--- src/hdl/assert_macros.svh ---
// Assertion macros used by the mixer RTL.
`ifndef ASSERT_MACROS_SVH
`define ASSERT_MACROS_SVH

`ifndef SYNTHESIS

// Check that cons holds in the same cycle as ante.
`define ASSERT_SAME_CYCLE(label, clk, rst, ante, cons) \
   label: assert property (@(posedge clk) disable iff (rst) (ante) |-> (cons)) \
      else $error("same-cycle check failed");

// Check that cons holds in the cycle after ante.
`define ASSERT_NEXT_CYCLE(label, clk, rst, ante, cons) \
   label: assert property (@(posedge clk) disable iff (rst) (ante) |=> (cons)) \
      else $error("next-cycle check failed");

`else

`define ASSERT_SAME_CYCLE(label, clk, rst, ante, cons)
`define ASSERT_NEXT_CYCLE(label, clk, rst, ante, cons)

`endif

`endif

--- src/hdl/agm_pkg.sv ---
// Shared widths, constants and types of the adaptive gain mixer.
`timescale 1ns / 1ps

package agm_pkg;

   localparam int SAMPLE_W         = 16;
   localparam int CH_NUM           = 8;
   localparam int CFG_W            = 4;
   localparam int SUM_W            = 20;
   localparam int MAG_W            = 19;
   localparam int GAIN_W           = 17;
   localparam int FRAC_W           = 16;
   localparam int QUOT_W           = 16;
   localparam int RECOVER_SHIFT    = 5;
   localparam int MAX_CHANNELS_DEF = 8;

   localparam logic [CFG_W-1:0]    ACTIVE_RESET = 4'd2;
   localparam logic [GAIN_W-1:0]   GAIN_ONE     = 17'h10000;
   localparam logic [MAG_W-1:0]    POS_LIMIT    = 19'd32767;
   localparam logic [MAG_W-1:0]    NEG_LIMIT    = 19'd32768;
   localparam logic [SAMPLE_W-1:0] OUT_MAX      = 16'h7FFF;
   localparam logic [SAMPLE_W-1:0] OUT_MIN      = 16'h8000;

   typedef logic signed [SAMPLE_W-1:0] sample_type;
   typedef sample_type [CH_NUM-1:0]    frame_type;

endpackage

--- src/hdl/agm_sum.sv ---
// Channel summer: shifts one channel word per cycle into an accumulator.
`timescale 1ns / 1ps

module agm_sum import agm_pkg::*; #(
   parameter int MAX_CHANNELS = MAX_CHANNELS_DEF
) (
   input  logic                    clock,
   input  logic                    reset,
   input  logic                    start,
   input  frame_type               frame,
   input  logic [CFG_W-1:0]        active_channels,
   output logic                    done,
   output logic signed [SUM_W-1:0] sum
);

   localparam int IDX_W = (MAX_CHANNELS > 1) ? $clog2(MAX_CHANNELS) : 1;
   localparam logic [IDX_W-1:0] LAST_IDX = IDX_W'(MAX_CHANNELS - 1);
   localparam logic [CFG_W-1:0] MAX_CFG  = CFG_W'(MAX_CHANNELS);

   sample_type               chan_ff [MAX_CHANNELS];
   sample_type               chan_in [MAX_CHANNELS];
   logic [IDX_W-1:0]         idx_ff, idx_in;
   logic                     busy_ff, busy_in;
   logic                     done_ff, done_in;
   logic signed [SUM_W-1:0]  acc_ff, acc_in;
   logic [CFG_W-1:0]         n_eff;
   logic signed [SUM_W-1:0]  head_ext;

   // Saturate the channel count to the number of lanes built
   assign n_eff    = (active_channels > MAX_CFG) ? MAX_CFG : active_channels;
   assign head_ext = {{(SUM_W - SAMPLE_W){chan_ff[0][SAMPLE_W-1]}}, chan_ff[0]};

   // Load the frame on start, otherwise advance the shift line by one word
   for (genvar i = 0; i < MAX_CHANNELS; i++) begin : g_line
      if (i < MAX_CHANNELS - 1) begin : g_mid
         assign chan_in[i] = start ? frame[i] : chan_ff[i+1];
      end else begin : g_end
         assign chan_in[i] = start ? frame[i] : '0;
      end
   end

   // Accumulate the head word while it belongs to an active channel
   always_comb begin
      idx_in  = idx_ff;
      busy_in = busy_ff;
      done_in = 1'b0;
      acc_in  = acc_ff;
      if (start) begin
         idx_in  = '0;
         busy_in = 1'b1;
         acc_in  = '0;
      end else if (busy_ff) begin
         if (CFG_W'(idx_ff) < n_eff) begin
            acc_in = acc_ff + head_ext;
         end
         idx_in = idx_ff + IDX_W'(1);
         if (idx_ff == LAST_IDX) begin
            busy_in = 1'b0;
            done_in = 1'b1;
         end
      end
   end

   always_ff @(posedge clock) begin
      if (reset) begin
         busy_ff <= 1'b0;
         done_ff <= 1'b0;
      end else begin
         busy_ff <= busy_in;
         done_ff <= done_in;
      end
   end

   always_ff @(posedge clock) begin
      idx_ff <= idx_in;
      acc_ff <= acc_in;
      for (int i = 0; i < MAX_CHANNELS; i++) begin
         chan_ff[i] <= chan_in[i];
      end
   end

   assign done = done_ff;
   assign sum  = acc_ff;

endmodule

--- src/hdl/agm_mul.sv ---
// Bit-serial shift-add multiplier: magnitude times gain, one gain bit per cycle.
`timescale 1ns / 1ps

module agm_mul import agm_pkg::*; (
   input  logic              clock,
   input  logic              reset,
   input  logic              start,
   input  logic [MAG_W-1:0]  mag,
   input  logic [GAIN_W-1:0] gain,
   output logic              done,
   output logic [MAG_W-1:0]  scaled
);

   localparam int ACC_W = MAG_W + GAIN_W;
   localparam int CNT_W = $clog2(GAIN_W);
   localparam logic [CNT_W-1:0] LAST_CNT = CNT_W'(GAIN_W - 1);

   logic [ACC_W-1:0] acc_ff, acc_in;
   logic [MAG_W-1:0] mcand_ff, mcand_in;
   logic [CNT_W-1:0] cnt_ff, cnt_in;
   logic             busy_ff, busy_in;
   logic             done_ff, done_in;
   logic [MAG_W:0]   upper_sum;

   // Add the multiplicand into the upper half when the low multiplier bit is set
   assign upper_sum = {1'b0, acc_ff[ACC_W-1:GAIN_W]}
                    + (acc_ff[0] ? {1'b0, mcand_ff} : '0);

   always_comb begin
      acc_in   = acc_ff;
      mcand_in = mcand_ff;
      cnt_in   = cnt_ff;
      busy_in  = busy_ff;
      done_in  = 1'b0;
      if (start) begin
         acc_in   = {{MAG_W{1'b0}}, gain};
         mcand_in = mag;
         cnt_in   = '0;
         busy_in  = 1'b1;
      end else if (busy_ff) begin
         acc_in = {upper_sum, acc_ff[GAIN_W-1:1]};
         cnt_in = cnt_ff + CNT_W'(1);
         if (cnt_ff == LAST_CNT) begin
            busy_in = 1'b0;
            done_in = 1'b1;
         end
      end
   end

   always_ff @(posedge clock) begin
      if (reset) begin
         busy_ff <= 1'b0;
         done_ff <= 1'b0;
      end else begin
         busy_ff <= busy_in;
         done_ff <= done_in;
      end
   end

   always_ff @(posedge clock) begin
      acc_ff   <= acc_in;
      mcand_ff <= mcand_in;
      cnt_ff   <= cnt_in;
   end

   // Drop the Q16 fraction of the product
   assign scaled = acc_ff[FRAC_W+MAG_W-1:FRAC_W];
   assign done   = done_ff;

endmodule

--- src/hdl/agm_div.sv ---
// Restoring divider: (limit << 16) / divisor, one quotient bit per cycle.
`timescale 1ns / 1ps

module agm_div import agm_pkg::*; (
   input  logic              clock,
   input  logic              reset,
   input  logic              start,
   input  logic [MAG_W-1:0]  limit,
   input  logic [MAG_W-1:0]  divisor,
   output logic              done,
   output logic [QUOT_W-1:0] quotient
);

   localparam int CNT_W = $clog2(QUOT_W);
   localparam logic [CNT_W-1:0] LAST_CNT = CNT_W'(QUOT_W - 1);

   logic [MAG_W-1:0]  rem_ff, rem_in;
   logic [MAG_W-1:0]  dvs_ff, dvs_in;
   logic [QUOT_W-1:0] quot_ff, quot_in;
   logic [CNT_W-1:0]  cnt_ff, cnt_in;
   logic              busy_ff, busy_in;
   logic              done_ff, done_in;
   logic [MAG_W:0]    shifted;
   logic [MAG_W:0]    diff;
   logic              fits;

   // The limit is below the divisor, so the remainder always stays below it;
   // the low dividend bits are zero and only a shift enters each step
   assign shifted = {rem_ff, 1'b0};
   assign fits    = shifted >= {1'b0, dvs_ff};
   assign diff    = shifted - {1'b0, dvs_ff};

   always_comb begin
      rem_in  = rem_ff;
      dvs_in  = dvs_ff;
      quot_in = quot_ff;
      cnt_in  = cnt_ff;
      busy_in = busy_ff;
      done_in = 1'b0;
      if (start) begin
         rem_in  = limit;
         dvs_in  = divisor;
         quot_in = '0;
         cnt_in  = '0;
         busy_in = 1'b1;
      end else if (busy_ff) begin
         rem_in  = fits ? diff[MAG_W-1:0] : shifted[MAG_W-1:0];
         quot_in = {quot_ff[QUOT_W-2:0], fits};
         cnt_in  = cnt_ff + CNT_W'(1);
         if (cnt_ff == LAST_CNT) begin
            busy_in = 1'b0;
            done_in = 1'b1;
         end
      end
   end

   always_ff @(posedge clock) begin
      if (reset) begin
         busy_ff <= 1'b0;
         done_ff <= 1'b0;
      end else begin
         busy_ff <= busy_in;
         done_ff <= done_in;
      end
   end

   always_ff @(posedge clock) begin
      rem_ff  <= rem_in;
      dvs_ff  <= dvs_in;
      quot_ff <= quot_in;
      cnt_ff  <= cnt_in;
   end

   assign quotient = quot_ff;
   assign done     = done_ff;

endmodule

--- src/hdl/adaptive_gain_audio_mixer_top.sv ---
// Adaptive gain audio mixer: control sequencer, gain state and channel ports.
`timescale 1ns / 1ps
//
// Usage
//   req_*: one sample frame per transaction (eight signed 16-bit channels and
//   a last-of-block flag). rsp_*: one mixed sample and a clipped flag for each
//   accepted frame, in order. csr_*: writes the active channel count; always
//   ready; the user must write it only while the mixer is idle; not enforced.
// Timing
//   A frame runs through three serial units in turn: the channel summer (one
//   channel per cycle), the shift-add multiplier (one gain bit per cycle) and,
//   only on a clipped sample, the restoring divider (one quotient bit per
//   cycle). A new frame is taken only after the previous result has been
//   handed off to the output register.
// Reset
//   Gain returns to 1.0 and the active channel count to 2; no result pending.
// Backpressure
//   A finished result waits in the output register; the next frame is
//   accepted and processed meanwhile and holds only in its own final state.
`include "assert_macros.svh"

module adaptive_gain_audio_mixer_top import agm_pkg::*; #(
   parameter int MAX_CHANNELS = MAX_CHANNELS_DEF
) (
   input  logic                       clock,
   input  logic                       reset,
   input  logic                       csr_valid,
   output logic                       csr_ready,
   input  logic [CFG_W-1:0]           csr_active_channels,
   input  logic                       req_valid,
   output logic                       req_ready,
   input  logic signed [SAMPLE_W-1:0] req_sample_0,
   input  logic signed [SAMPLE_W-1:0] req_sample_1,
   input  logic signed [SAMPLE_W-1:0] req_sample_2,
   input  logic signed [SAMPLE_W-1:0] req_sample_3,
   input  logic signed [SAMPLE_W-1:0] req_sample_4,
   input  logic signed [SAMPLE_W-1:0] req_sample_5,
   input  logic signed [SAMPLE_W-1:0] req_sample_6,
   input  logic signed [SAMPLE_W-1:0] req_sample_7,
   input  logic                       req_last_of_block,
   output logic                       rsp_valid,
   input  logic                       rsp_ready,
   output logic signed [SAMPLE_W-1:0] rsp_mixed_sample,
   output logic                       rsp_clipped
);

   typedef enum logic [4:0] {
      ST_IDLE = 5'b00001,
      ST_SUM  = 5'b00010,
      ST_MUL  = 5'b00100,
      ST_DIV  = 5'b01000,
      ST_FIN  = 5'b10000
   } state_type;

   localparam logic [GAIN_W-1:0] RECOVER_ROUND = GAIN_W'((1 << RECOVER_SHIFT) - 1);

   state_type               state_ff, state_in;
   logic [CFG_W-1:0]        active_ff;
   logic [GAIN_W-1:0]       gain_ff;
   logic                    rsp_valid_ff;
   logic [SAMPLE_W-1:0]     rsp_sample_ff;
   logic                    rsp_clipped_ff;
   logic                    last_ff;
   logic                    neg_ff;
   logic [SAMPLE_W-1:0]     res_ff;
   logic                    clip_ff;

   frame_type               frame;
   logic                    sum_start, sum_done;
   logic signed [SUM_W-1:0] sum_val;
   logic signed [SUM_W-1:0] abs_sum;
   logic [MAG_W-1:0]        sum_mag;
   logic                    mul_start, mul_done;
   logic [MAG_W-1:0]        scaled;
   logic [SAMPLE_W-1:0]     scaled_lo;
   logic                    over;
   logic                    div_start, div_done;
   logic [QUOT_W-1:0]       quotient;
   logic                    rsp_load;

   // Move the gain 1/32 of its distance back toward 1.0, rounding the step up
   function automatic logic [GAIN_W-1:0] recover(input logic [GAIN_W-1:0] g);
      logic [GAIN_W-1:0] step;
      step = ((GAIN_ONE - g) + RECOVER_ROUND) >> RECOVER_SHIFT;
      return (g < GAIN_ONE) ? g + step : g;
   endfunction

   assign frame = {req_sample_7, req_sample_6, req_sample_5, req_sample_4,
                   req_sample_3, req_sample_2, req_sample_1, req_sample_0};

   assign csr_ready = 1'b1;
   assign req_ready = (state_ff == ST_IDLE);

   // Sign and magnitude of the channel sum
   assign abs_sum = sum_val[SUM_W-1] ? -sum_val : sum_val;
   assign sum_mag = abs_sum[MAG_W-1:0];

   // Overflow test against the limit of the sum's sign
   assign scaled_lo = scaled[SAMPLE_W-1:0];
   assign over      = neg_ff ? (scaled > NEG_LIMIT) : (scaled > POS_LIMIT);

   agm_sum #(
      .MAX_CHANNELS(MAX_CHANNELS)
   ) u_sum (
      .clock          (clock),
      .reset          (reset),
      .start          (sum_start),
      .frame          (frame),
      .active_channels(active_ff),
      .done           (sum_done),
      .sum            (sum_val)
   );

   agm_mul u_mul (
      .clock (clock),
      .reset (reset),
      .start (mul_start),
      .mag   (sum_mag),
      .gain  (gain_ff),
      .done  (mul_done),
      .scaled(scaled)
   );

   agm_div u_div (
      .clock   (clock),
      .reset   (reset),
      .start   (div_start),
      .limit   (neg_ff ? NEG_LIMIT : POS_LIMIT),
      .divisor (scaled),
      .done    (div_done),
      .quotient(quotient)
   );

   // Sequence sum, multiply, optional divide and result hand-off
   always_comb begin
      state_in  = state_ff;
      sum_start = 1'b0;
      mul_start = 1'b0;
      div_start = 1'b0;
      rsp_load  = 1'b0;
      unique case (state_ff)
         ST_IDLE: begin
            if (req_valid) begin
               sum_start = 1'b1;
               state_in  = ST_SUM;
            end
         end
         ST_SUM: begin
            if (sum_done) begin
               mul_start = 1'b1;
               state_in  = ST_MUL;
            end
         end
         ST_MUL: begin
            if (mul_done) begin
               if (over) begin
                  div_start = 1'b1;
                  state_in  = ST_DIV;
               end else begin
                  state_in = ST_FIN;
               end
            end
         end
         ST_DIV: begin
            if (div_done) begin
               state_in = ST_FIN;
            end
         end
         ST_FIN: begin
            if (!rsp_valid_ff || rsp_ready) begin
               rsp_load = 1'b1;
               state_in = ST_IDLE;
            end
         end
         default: begin
            state_in = ST_IDLE;
         end
      endcase
   end

   // Control state, configuration, gain and output valid
   always_ff @(posedge clock) begin
      if (reset) begin
         state_ff     <= ST_IDLE;
         active_ff    <= ACTIVE_RESET;
         gain_ff      <= GAIN_ONE;
         rsp_valid_ff <= 1'b0;
      end else begin
         state_ff <= state_in;
         if (csr_valid) begin
            active_ff <= csr_active_channels;
         end
         if (state_ff == ST_DIV && div_done) begin
            gain_ff <= {1'b0, quotient};
         end else if (rsp_load) begin
            gain_ff <= last_ff ? GAIN_ONE : recover(gain_ff);
         end
         if (rsp_load) begin
            rsp_valid_ff <= 1'b1;
         end else if (rsp_ready) begin
            rsp_valid_ff <= 1'b0;
         end
      end
   end

   // Hold per-frame payload and the finished result
   always_ff @(posedge clock) begin
      if (sum_start) begin
         last_ff <= req_last_of_block;
      end
      if (mul_start) begin
         neg_ff <= sum_val[SUM_W-1];
      end
      if (state_ff == ST_MUL && mul_done) begin
         clip_ff <= over;
         if (over) begin
            res_ff <= neg_ff ? OUT_MIN : OUT_MAX;
         end else begin
            res_ff <= neg_ff ? (~scaled_lo) + SAMPLE_W'(1) : scaled_lo;
         end
      end
      if (rsp_load) begin
         rsp_sample_ff  <= res_ff;
         rsp_clipped_ff <= clip_ff;
      end
   end

   assign rsp_valid        = rsp_valid_ff;
   assign rsp_mixed_sample = rsp_sample_ff;
   assign rsp_clipped      = rsp_clipped_ff;

   // A clipped result always sits at one of the two rails
   `ASSERT_SAME_CYCLE(a_clip_rail, clock, reset, rsp_valid && rsp_clipped, rsp_mixed_sample == OUT_MAX || rsp_mixed_sample == OUT_MIN)
   // The divider runs only after an overflow was seen
   `ASSERT_SAME_CYCLE(a_div_on_clip, clock, reset, state_ff == ST_DIV, clip_ff)
   // The gain is back at 1.0 after the last sample of a block
   `ASSERT_NEXT_CYCLE(a_block_reset, clock, reset, rsp_load && last_ff, gain_ff == GAIN_ONE)
   // An accepted frame blocks the input until its result is handed off
   `ASSERT_NEXT_CYCLE(a_one_frame, clock, reset, req_valid && req_ready, !req_ready)

endmodule

--- config.mk ---
export PLATFORM = sky130hd
export DESIGN_NAME = adaptive_gain_audio_mixer_top
export DESIGN_NICKNAME = d
export VERILOG_FILES = /design/src/hdl/agm_pkg.sv /design/src/hdl/agm_sum.sv /design/src/hdl/agm_mul.sv /design/src/hdl/agm_div.sv /design/src/hdl/adaptive_gain_audio_mixer_top.sv
export VERILOG_INCLUDE_DIRS = /design/src /design/src/hdl
export SDC_FILE = /design/constraint.sdc
export NUM_CORES = 1
export LEC_CHECK = 0
export BUFFER_PORTS_ARGS = -buffer_cell sky130_fd_sc_hd__buf_2
export CELL_PAD_IN_SITES_DETAIL_PLACEMENT = 1
export CELL_PAD_IN_SITES_GLOBAL_PLACEMENT = 1
export CORE_MARGIN = 2
export CORE_UTILIZATION = 45
export DETAILED_ROUTE_END_ITERATION = 10
export PLACE_DENSITY_LB_ADDON = 0.25
export SKIP_LAST_GASP = 1
export SYNTH_ARGS = -nofsm -noshare
export SYNTH_HDL_FRONTEND = slang
export SYNTH_SLANG_ARGS = --single-unit
--- constraint.sdc ---
create_clock -name clock -period 8.05 [get_ports clock]
set_clock_uncertainty 0.15 [all_clocks]
set_input_delay 0.805 -clock clock [delete_from_list [all_inputs] [get_ports clock]]
set_output_delay 0.805 -clock clock [all_outputs]
set_load 0.05 [all_outputs]
### Yosys cells after proc, flatten, opt, wreduce, memory -nomap -nowiden

Memories as Yosys holds them, arrays and structs flattened.
Index checks and enable logic that the tools add are counted.

| storage, ports and cells | value |
|---|---|
| register bits | 210 |
| memory bits (writable) | 128 |
| bits of input ports | 138 |
| output and inout bits | 20 |
| logic and storage cells | 131 |
| memories kept | 1 |

| operators by class | value |
|---|---|
| add/subtract/negate cells | 11 |
| order comparisons | 6 |
| equal/unequal tests | 13 |
| multiplexer cells | 55 |
| bitwise gates (word level) | 4 |
| reductions and logical operators | 15 |

Memories:

| name | depth | bits a word | rd ports | clocked after Yosys merged registers in | wr ports | RTL line | RTL |
|---|---|---|---|---|---|---|---|
| u_sum.chan_ff | 8 | 16 | 8 | 0 | 8 | agm_sum.sv:20 | `sample_type chan_ff [MAX_CHANNELS];` |

Operators by type and width:

| kind | count |
|---|---|
| 2-to-1 mux 16 bit | 12 |
| 2-to-1 mux 17 bit | 6 |
| 2-to-1 mux 19 bit | 5 |
| 2-to-1 mux 5 bit | 6 |
| case mux 5 bit (5 select lines) | 1 |
| 2-to-1 mux 1 bit | 24 |
| adder 19 x 19 -> 20 bit | 1 |
| adder 20 x 16 -> 20 bit | 1 |
| >= comparator 20 x 19 -> 1 bit | 1 |
| > comparator 19 x 15 -> 1 bit, second input constant | 1 |
| > comparator 19 x 16 -> 1 bit, second input constant | 1 |
| negation 19 bit | 1 |
| subtractor 19 bit | 1 |
| adder 17 x 12 -> 17 bit | 1 |
| adder 17 x 5 -> 17 bit, second input constant | 1 |
| < comparator 17 bit, second input constant | 1 |
| subtractor 17 bit, first input constant | 1 |
| adder 16 x 1 -> 16 bit, second input constant | 1 |
| inverter 16 bit | 1 |
| == test 5 bit, second input constant | 2 |
| OR reduction 3 bit | 3 |
| nonzero test 2 bit | 4 |
| != test 2 x 1 -> 1 bit, second input constant | 3 |
| adder 5 x 1 -> 5 bit, second input constant | 1 |
| 19 further kinds | 24 |

### Depth between registers and ports, before layout

| depth | value |
|---|---|
| word-level depth | 7 |
| mapped depth | 13 |
| gate-level depth less buffers | 13 |

### Modules after synthesis

Synthesis repeated with hierarchy kept, for this count alone.

| second synthesis, totals | value |
|---|---|
| cells, all modules | 1614 |
| area, all modules | 16887.4 µm² |

By module, submodules not included:

| module | instances | cells an instance | area an instance (µm²) | sequential area each (µm²) |
|---|---|---|---|---|
| agm_sum | 1 | 498 | 5926.9 | 3062.9 |
| adaptive_gain_audio_mixer_top | 1 | 457 | 4184.0 | 1621.6 |
| agm_div | 1 | 341 | 3394.5 | 1581.5 |
| agm_mul | 1 | 318 | 3382.0 | 1601.5 |

### Least setup slack after synthesis

OpenSTA, ideal clock, no wires.

| timing path | value |
|---|---|
| path type | register to register |
| start | register state_ff[4] |
| end | register u_div.rem_ff[0] (enable) |
| library setup time | 378 ps |
| arrival | 3649 ps |
| required time | 7522 ps |
| path slack | 3872 ps |
| cell stages (with the launch flop) | 6 |
| buffers on the path | 2 |
| clock period less this slack | 4178 ps |
| cells stage by stage | dfxtp_1 clkbuf_1 nor4b_1 nand2_4 buf_4 nand2b_1 |

| between the ends | value |
|---|---|
| longest elaborated chain between the ends | 3 |

Ends and longest elaborated chain:

| what | RTL line | RTL |
|---|---|---|
| start, declared | adaptive_gain_audio_mixer_top.sv:57 | `state_type state_ff, state_in;` |
| start signal, assigned | adaptive_gain_audio_mixer_top.sv:189 | `state_ff <= state_in;` |
| == test 5 x 3 -> 1 bit | adaptive_gain_audio_mixer_top.sv:141 | `unique case (state_ff)` |
| 2-to-1 mux 1 bit | adaptive_gain_audio_mixer_top.sv:141 |  |
| nonzero test 2 bit (no line) | - |  |
| end signal, assigned | agm_div.sv:68 | `rem_ff <= rem_in;` |
| end, declared | agm_div.sv:17 | `logic [MAG_W-1:0] rem_ff, rem_in;` |

Every way passes these cells.
A chain may end at the register's enable or synchronous reset.

### Final worst setup path

| timing path | value |
|---|---|
| start | register u_mul.acc_ff[16] |
| end | register u_div.rem_ff[0] (enable) |

| between the ends | value |
|---|---|
| longest elaborated chain between the ends | 6 |
| elaborated cells between the ends (all ways) | 7 |
| classes of those cells | order compare (2); mux (4); reduce/logical (1) |

Ends and longest elaborated chain:

| what | RTL line | RTL |
|---|---|---|
| start, declared | agm_mul.sv:18 | `logic [ACC_W-1:0] acc_ff, acc_in;` |
| start signal, assigned | agm_mul.sv:61 | `acc_ff <= acc_in;` |
| > comparator 19 x 15 -> 1 bit or > comparator 19 x 16 -> 1 bit (tied branches) | adaptive_gain_audio_mixer_top.sv:100 | `assign over = neg_ff ? (scaled > NEG_LIMIT) : (scaled > POS_LIMIT);` |
| 2-to-1 mux 1 bit (*) | adaptive_gain_audio_mixer_top.sv:100 |  |
| net over | adaptive_gain_audio_mixer_top.sv:76 | `logic over;` |
| 2-to-1 mux 1 bit (*) | adaptive_gain_audio_mixer_top.sv:156 | `if (over) begin` |
| 2-to-1 mux 1 bit (*) | adaptive_gain_audio_mixer_top.sv:155 | `if (mul_done) begin` |
| 2-to-1 mux 1 bit (*) | adaptive_gain_audio_mixer_top.sv:141 |  |
| nonzero test 2 bit (no line) (*) | - |  |

Mark *: on every way through the listed nets, which the timed path passes. The rest lies on a longest branch.

==> results.md <==
Synth:
- The adder and majority cell fraction of the synthesized area is 6.73%.
- For this run, asynchronously set or reset flops after synthesis account for 0%.
- After synthesis the cells add up to 0.0164 mm².
- The number of enable flip-flop cells after synthesis is 110.
- The synthesized design spends more area on one cell type than any other, namely sky130_fd_sc_hd__dfxtp_1.
- The number of cells produced by synthesis is 1811.
- The Yosys step of the flow raised 0 warnings.
- The sequential cell area fraction in the yosys report is 47.9%.
- In this run, distinct cell masters in the synthesized netlist total 77.
- Counting flops and latches in the post-synthesis netlist gives 338.
- After synthesis, the most frequently instantiated cells are sky130_fd_sc_hd__nand2_1, sky130_fd_sc_hd__dfxtp_1, sky130_fd_sc_hd__edfxtp_1.
- The most numerous cell in the Yosys netlist is sky130_fd_sc_hd__nand2_1.
- The synthesized netlist devotes 12.3% of its cell area to compound gates.
- When the netlist entered floorplanning its net count stood at 2035.
- The basic-gate share of the synthesized area counting and, or, nand and nor cells is 22.1%.
- The largest family of logic cells by synthesized area is simple AND/OR/NAND/NOR gates.
- After synthesis, the share of cell area in mux cells is 2.63%.
- The area share of the leading cell type in the synthesized netlist is 27.8%.
- Of the total synthesized cell area, the portion taken by XOR and XNOR cells is 4.85%.
- The most used flip-flop cell after synthesis is sky130_fd_sc_hd__dfxtp_1.
- After synthesis, the mean cell area works out to 9.07 µm².
- Ranked by total cell area, the synthesized netlist is headed by sky130_fd_sc_hd__dfxtp_1, sky130_fd_sc_hd__edfxtp_1, sky130_fd_sc_hd__nand2_1.

Timing:
- The number of pins exceeding their max-slew limit in the final report came to 0.
- The number of endpoints with negative hold slack in the final report was 0.
- Headroom to the max-slew limit came out at 22.0%.
- The maximum clock rate is 0.262 GHz.
- The tightest hold path in the finished design has a slack of 269 ps.
- The setup TNS after final layout is 0 ps.
- At the pin with the least slew margin, the transition time is 1170 ps.
- The share of the cycle needed by the critical path after routing is 47.4%.
- Counting I/O delays and the setup requirement, the final critical path takes 3810 ps.
- The number of setup violations in the final report is 0.
- Setup repair after global routing left no endpoint under its margin.

Place:
- The number of input and output port buffers inserted is 156.
- At the end of routability-driven placement, the weighted congestion stood at 0.870.
- The detailed-placement wirelength estimate is 30600 µm.
- The cell count after placement is 2351.

Route:
- In the routed layout, each cell is associated on average with a via count of 5.46.
- Detailed routing inserted a total of 13200 vias.
- After the first detailed-routing iteration, the DRC count stood at 664.
- The iteration count of the initial detailed-routing pass is 5.
- The total wirelength of the detailed-routed design is 43500 µm.
- The count of nets left with antenna violations once routing finished came out at 0.
- Dividing the detail-routed wire length by the instance count gives 17.9 µm.
- The number of design rule violations left after detail routing is 0.

Setup path:
- STA classifies the critical path startpoint as a register.
- The depth of the most critical reg-to-reg path is 9.
- The endpoint of the worst setup timing path is u_div.rem_ff[0].
- For the worst setup path, the data required time is 7980 ps.
- STA classifies the critical path endpoint as a register.
- The worst register-to-register path ends at u_div.rem_ff[0].
- In this run the worst setup path begins at u_mul.acc_ff[16].
- The worst setup path is of the register to register kind.
- The data arrival time of the critical path is 3740 ps.
- In this run the critical register-to-register path is launched from u_mul.acc_ff[16].
- The worst register-to-register path has a setup slack of 4240 ps.
- The peak fanout along the critical path is 23.

Clock network:
- The root buffer cell is sky130_fd_sc_hd__clkbuf_16.
- The clock transition time at the flip-flop clock pins of the worst setup and hold paths is 60 ps.
- The clock drives 338 sinks.
- The number of CTS-inserted buffers is 38.
- The H-tree was split into 2 levels.
- The clock latency on the worst-skew pair is 550 ps.
- The number of gates given a new drive strength after cts is 0.
- The number of buffers on the longest clock path is 3.
- Buffers inserted to repair hold after CTS numbered 0.
- Buffers added to address setup during post-CTS repair amount to 0.
- TritonCTS built the clock tree.

Floorplanning:
- The floorplan step defined a die boundary enclosing 0.0381 mm².
- The floorplan step set the die height to 195 µm.
- The floorplan has 69 rows.
- Pin placement for this block handled 158 I/O pins.
- The starting utilization of the core area is 46.0%.
- Measured along the x axis, the die boundary spans 195 µm.
- After floorplanning, the core was sized to cover 0.0357 mm².

Finish:
- The signed area change from the synthesized netlist to the final layout is 14.2%.
- The count of non-filler cells in the finished layout is 2423.
- Of the cells placed in the final design, the portion with a size suffix greater than 1 is 12.8%.
- After filler insertion, the fill cell instance count of the layout stands at 4166.
- The final-stage net count is 2154.

Min path:
- The min-delay analysis places its worst path in the category register to register.

Pwr:
- The analysis attributes to cell leakage a power of 8.45 nW.
- Dividing total power by cell area gives a power density of 244 mW/mm².
- Total power for the finished layout comes to 4.59 mW.
- Across the VDD grid, the largest voltage drop is 199 µV.

GRT:
- The total grt overflow is 0.
- Entering global routing, the biggest net connects 87 pins.
- The total routing resource utilization after global routing is 23.0%.
- The initial antenna violation count is 8.
- The first global-routing pass estimated 71500 µm of wire.
- The number of global-route vias before repair is 14000.

Run status:
- The flow ran to the end, and the final reports show no timing, DRC or antenna violations.

Job:
- The max capacitance violation total is 0.
[power by group]
part / internal, mW / switching, mW
registers: 1.95 / 0.132
logic: 0.323 / 0.429
clock network: 1.04 / 0.713
[sequential cells by signal, indices dropped and copies added (netlist names), 4 cells and up]
name / count
u_sum.chan_ff: 128
u_mul.acc_ff: 36
u_sum.sum: 20
u_div.dvs_ff: 19
u_div.rem_ff: 19
u_mul.mcand_ff: 19
gain_ff: 17
res_ff: 16
rsp_mixed_sample: 16
u_div.quotient: 16
state_ff: 5
u_mul.cnt_ff: 5
active_ff: 4
u_div.cnt_ff: 4
[cell usage in the layout (no fill, tap or decap), types with 15 or more instances in the layout]
cell and count:
sky130_fd_sc_hd__a21o_1 40, sky130_fd_sc_hd__a21oi_1 79, sky130_fd_sc_hd__and2_1 25, sky130_fd_sc_hd__and3_1 30, sky130_fd_sc_hd__buf_2 156, sky130_fd_sc_hd__clkbuf_16 40, sky130_fd_sc_hd__dfxtp_1 228, sky130_fd_sc_hd__edfxtp_1 110
sky130_fd_sc_hd__ha_1 82, sky130_fd_sc_hd__inv_1 45, sky130_fd_sc_hd__mux2i_1 42, sky130_fd_sc_hd__nand2_1 478, sky130_fd_sc_hd__nand2b_1 21, sky130_fd_sc_hd__nand4_1 17, sky130_fd_sc_hd__nor2_1 104, sky130_fd_sc_hd__nor2b_1 15
sky130_fd_sc_hd__nor3_1 42, sky130_fd_sc_hd__o21ai_0 75, sky130_fd_sc_hd__xnor2_1 61, sky130_fd_sc_hd__xor2_1 30
[per-stage QoR]
stage	utilization, %	cell area [µm²]	worst slack (ps)
2_1_floorplan	-	16400	3870
3_3_place_gp	48.9	17500	4470
3_5_place_dp	48.9	17500	4320
4_1_cts	52.5	18800	4270
5_1_grt	52.5	18800	3980
6_report	52.5	18800	4240
[how the worst min path moves through the flow]
stage | start | cells after the start | to | slack, ps
3_3_place_gp | u_sum.chan_ff[0][30] | 2 | u_sum.chan_ff[0][14] | 250
3_5_place_dp | res_ff[4] | 0 | rsp_mixed_sample[4] | 260
4_1_cts | req_sample_5[13] | 3 | u_sum.chan_ff[1][29] | 260
2_1_floorplan | u_sum.chan_ff[0][16] | 2 | u_sum.chan_ff[0][0] | 250
5_1_grt | req_sample_5[13] | 3 | u_sum.chan_ff[1][29] | 270
6_report | res_ff[3] | 0 | rsp_mixed_sample[3] | 270
[layout make-up]
type	instances	area (µm²)	area share (%)
repair buffers	165	848	4.52
inverters	49	189	1.01
clock inverters	12	136	0.727
well taps	461	577	3.07
multi-input cells	1338	8010	42.7
diodes	4	10.0	0.0533
flip-flops and latches	338	7870	41.9
clock buffers	56	1130	6.03
[cell families after synthesis]
family	after synthesis
and+or+nand+nor	805
DFF	338
AOI/OAI and AO/OA	312
buffers and inverters	135
xor gates and xnor gates	91
adders and majority gates	86
muxes	43
other	1
[critical path, cell delays in order (launching register included)]
cell and delay [ps]:
sky130_fd_sc_hd__edfxtp_1 490, sky130_fd_sc_hd__inv_1 140, sky130_fd_sc_hd__ha_1 190, sky130_fd_sc_hd__or3b_2 520
sky130_fd_sc_hd__nor4_4 200, sky130_fd_sc_hd__nand2_1 120, sky130_fd_sc_hd__a211o_1 490, sky130_fd_sc_hd__o21a_4 210
sky130_fd_sc_hd__nand2_4 230, sky130_fd_sc_hd__nand2b_1 580
[per-layer routing]
metal | share of wire [%] | wire length [µm] | GRT usage, % | vias to the layer above
li1 | - | - | - | 6491
met1 | 43 | 18500 | 27.6 | 6390
met2 | 49 | 21400 | 41.1 | 271
met3 | 5.7 | 2460 | 5.20 | 68
met4 | 2.5 | 1080 | 6.90 | 4
met5 | 0.055 | 24 | 0 | -
No activity file was read; power rests on OpenSTA's default activity.
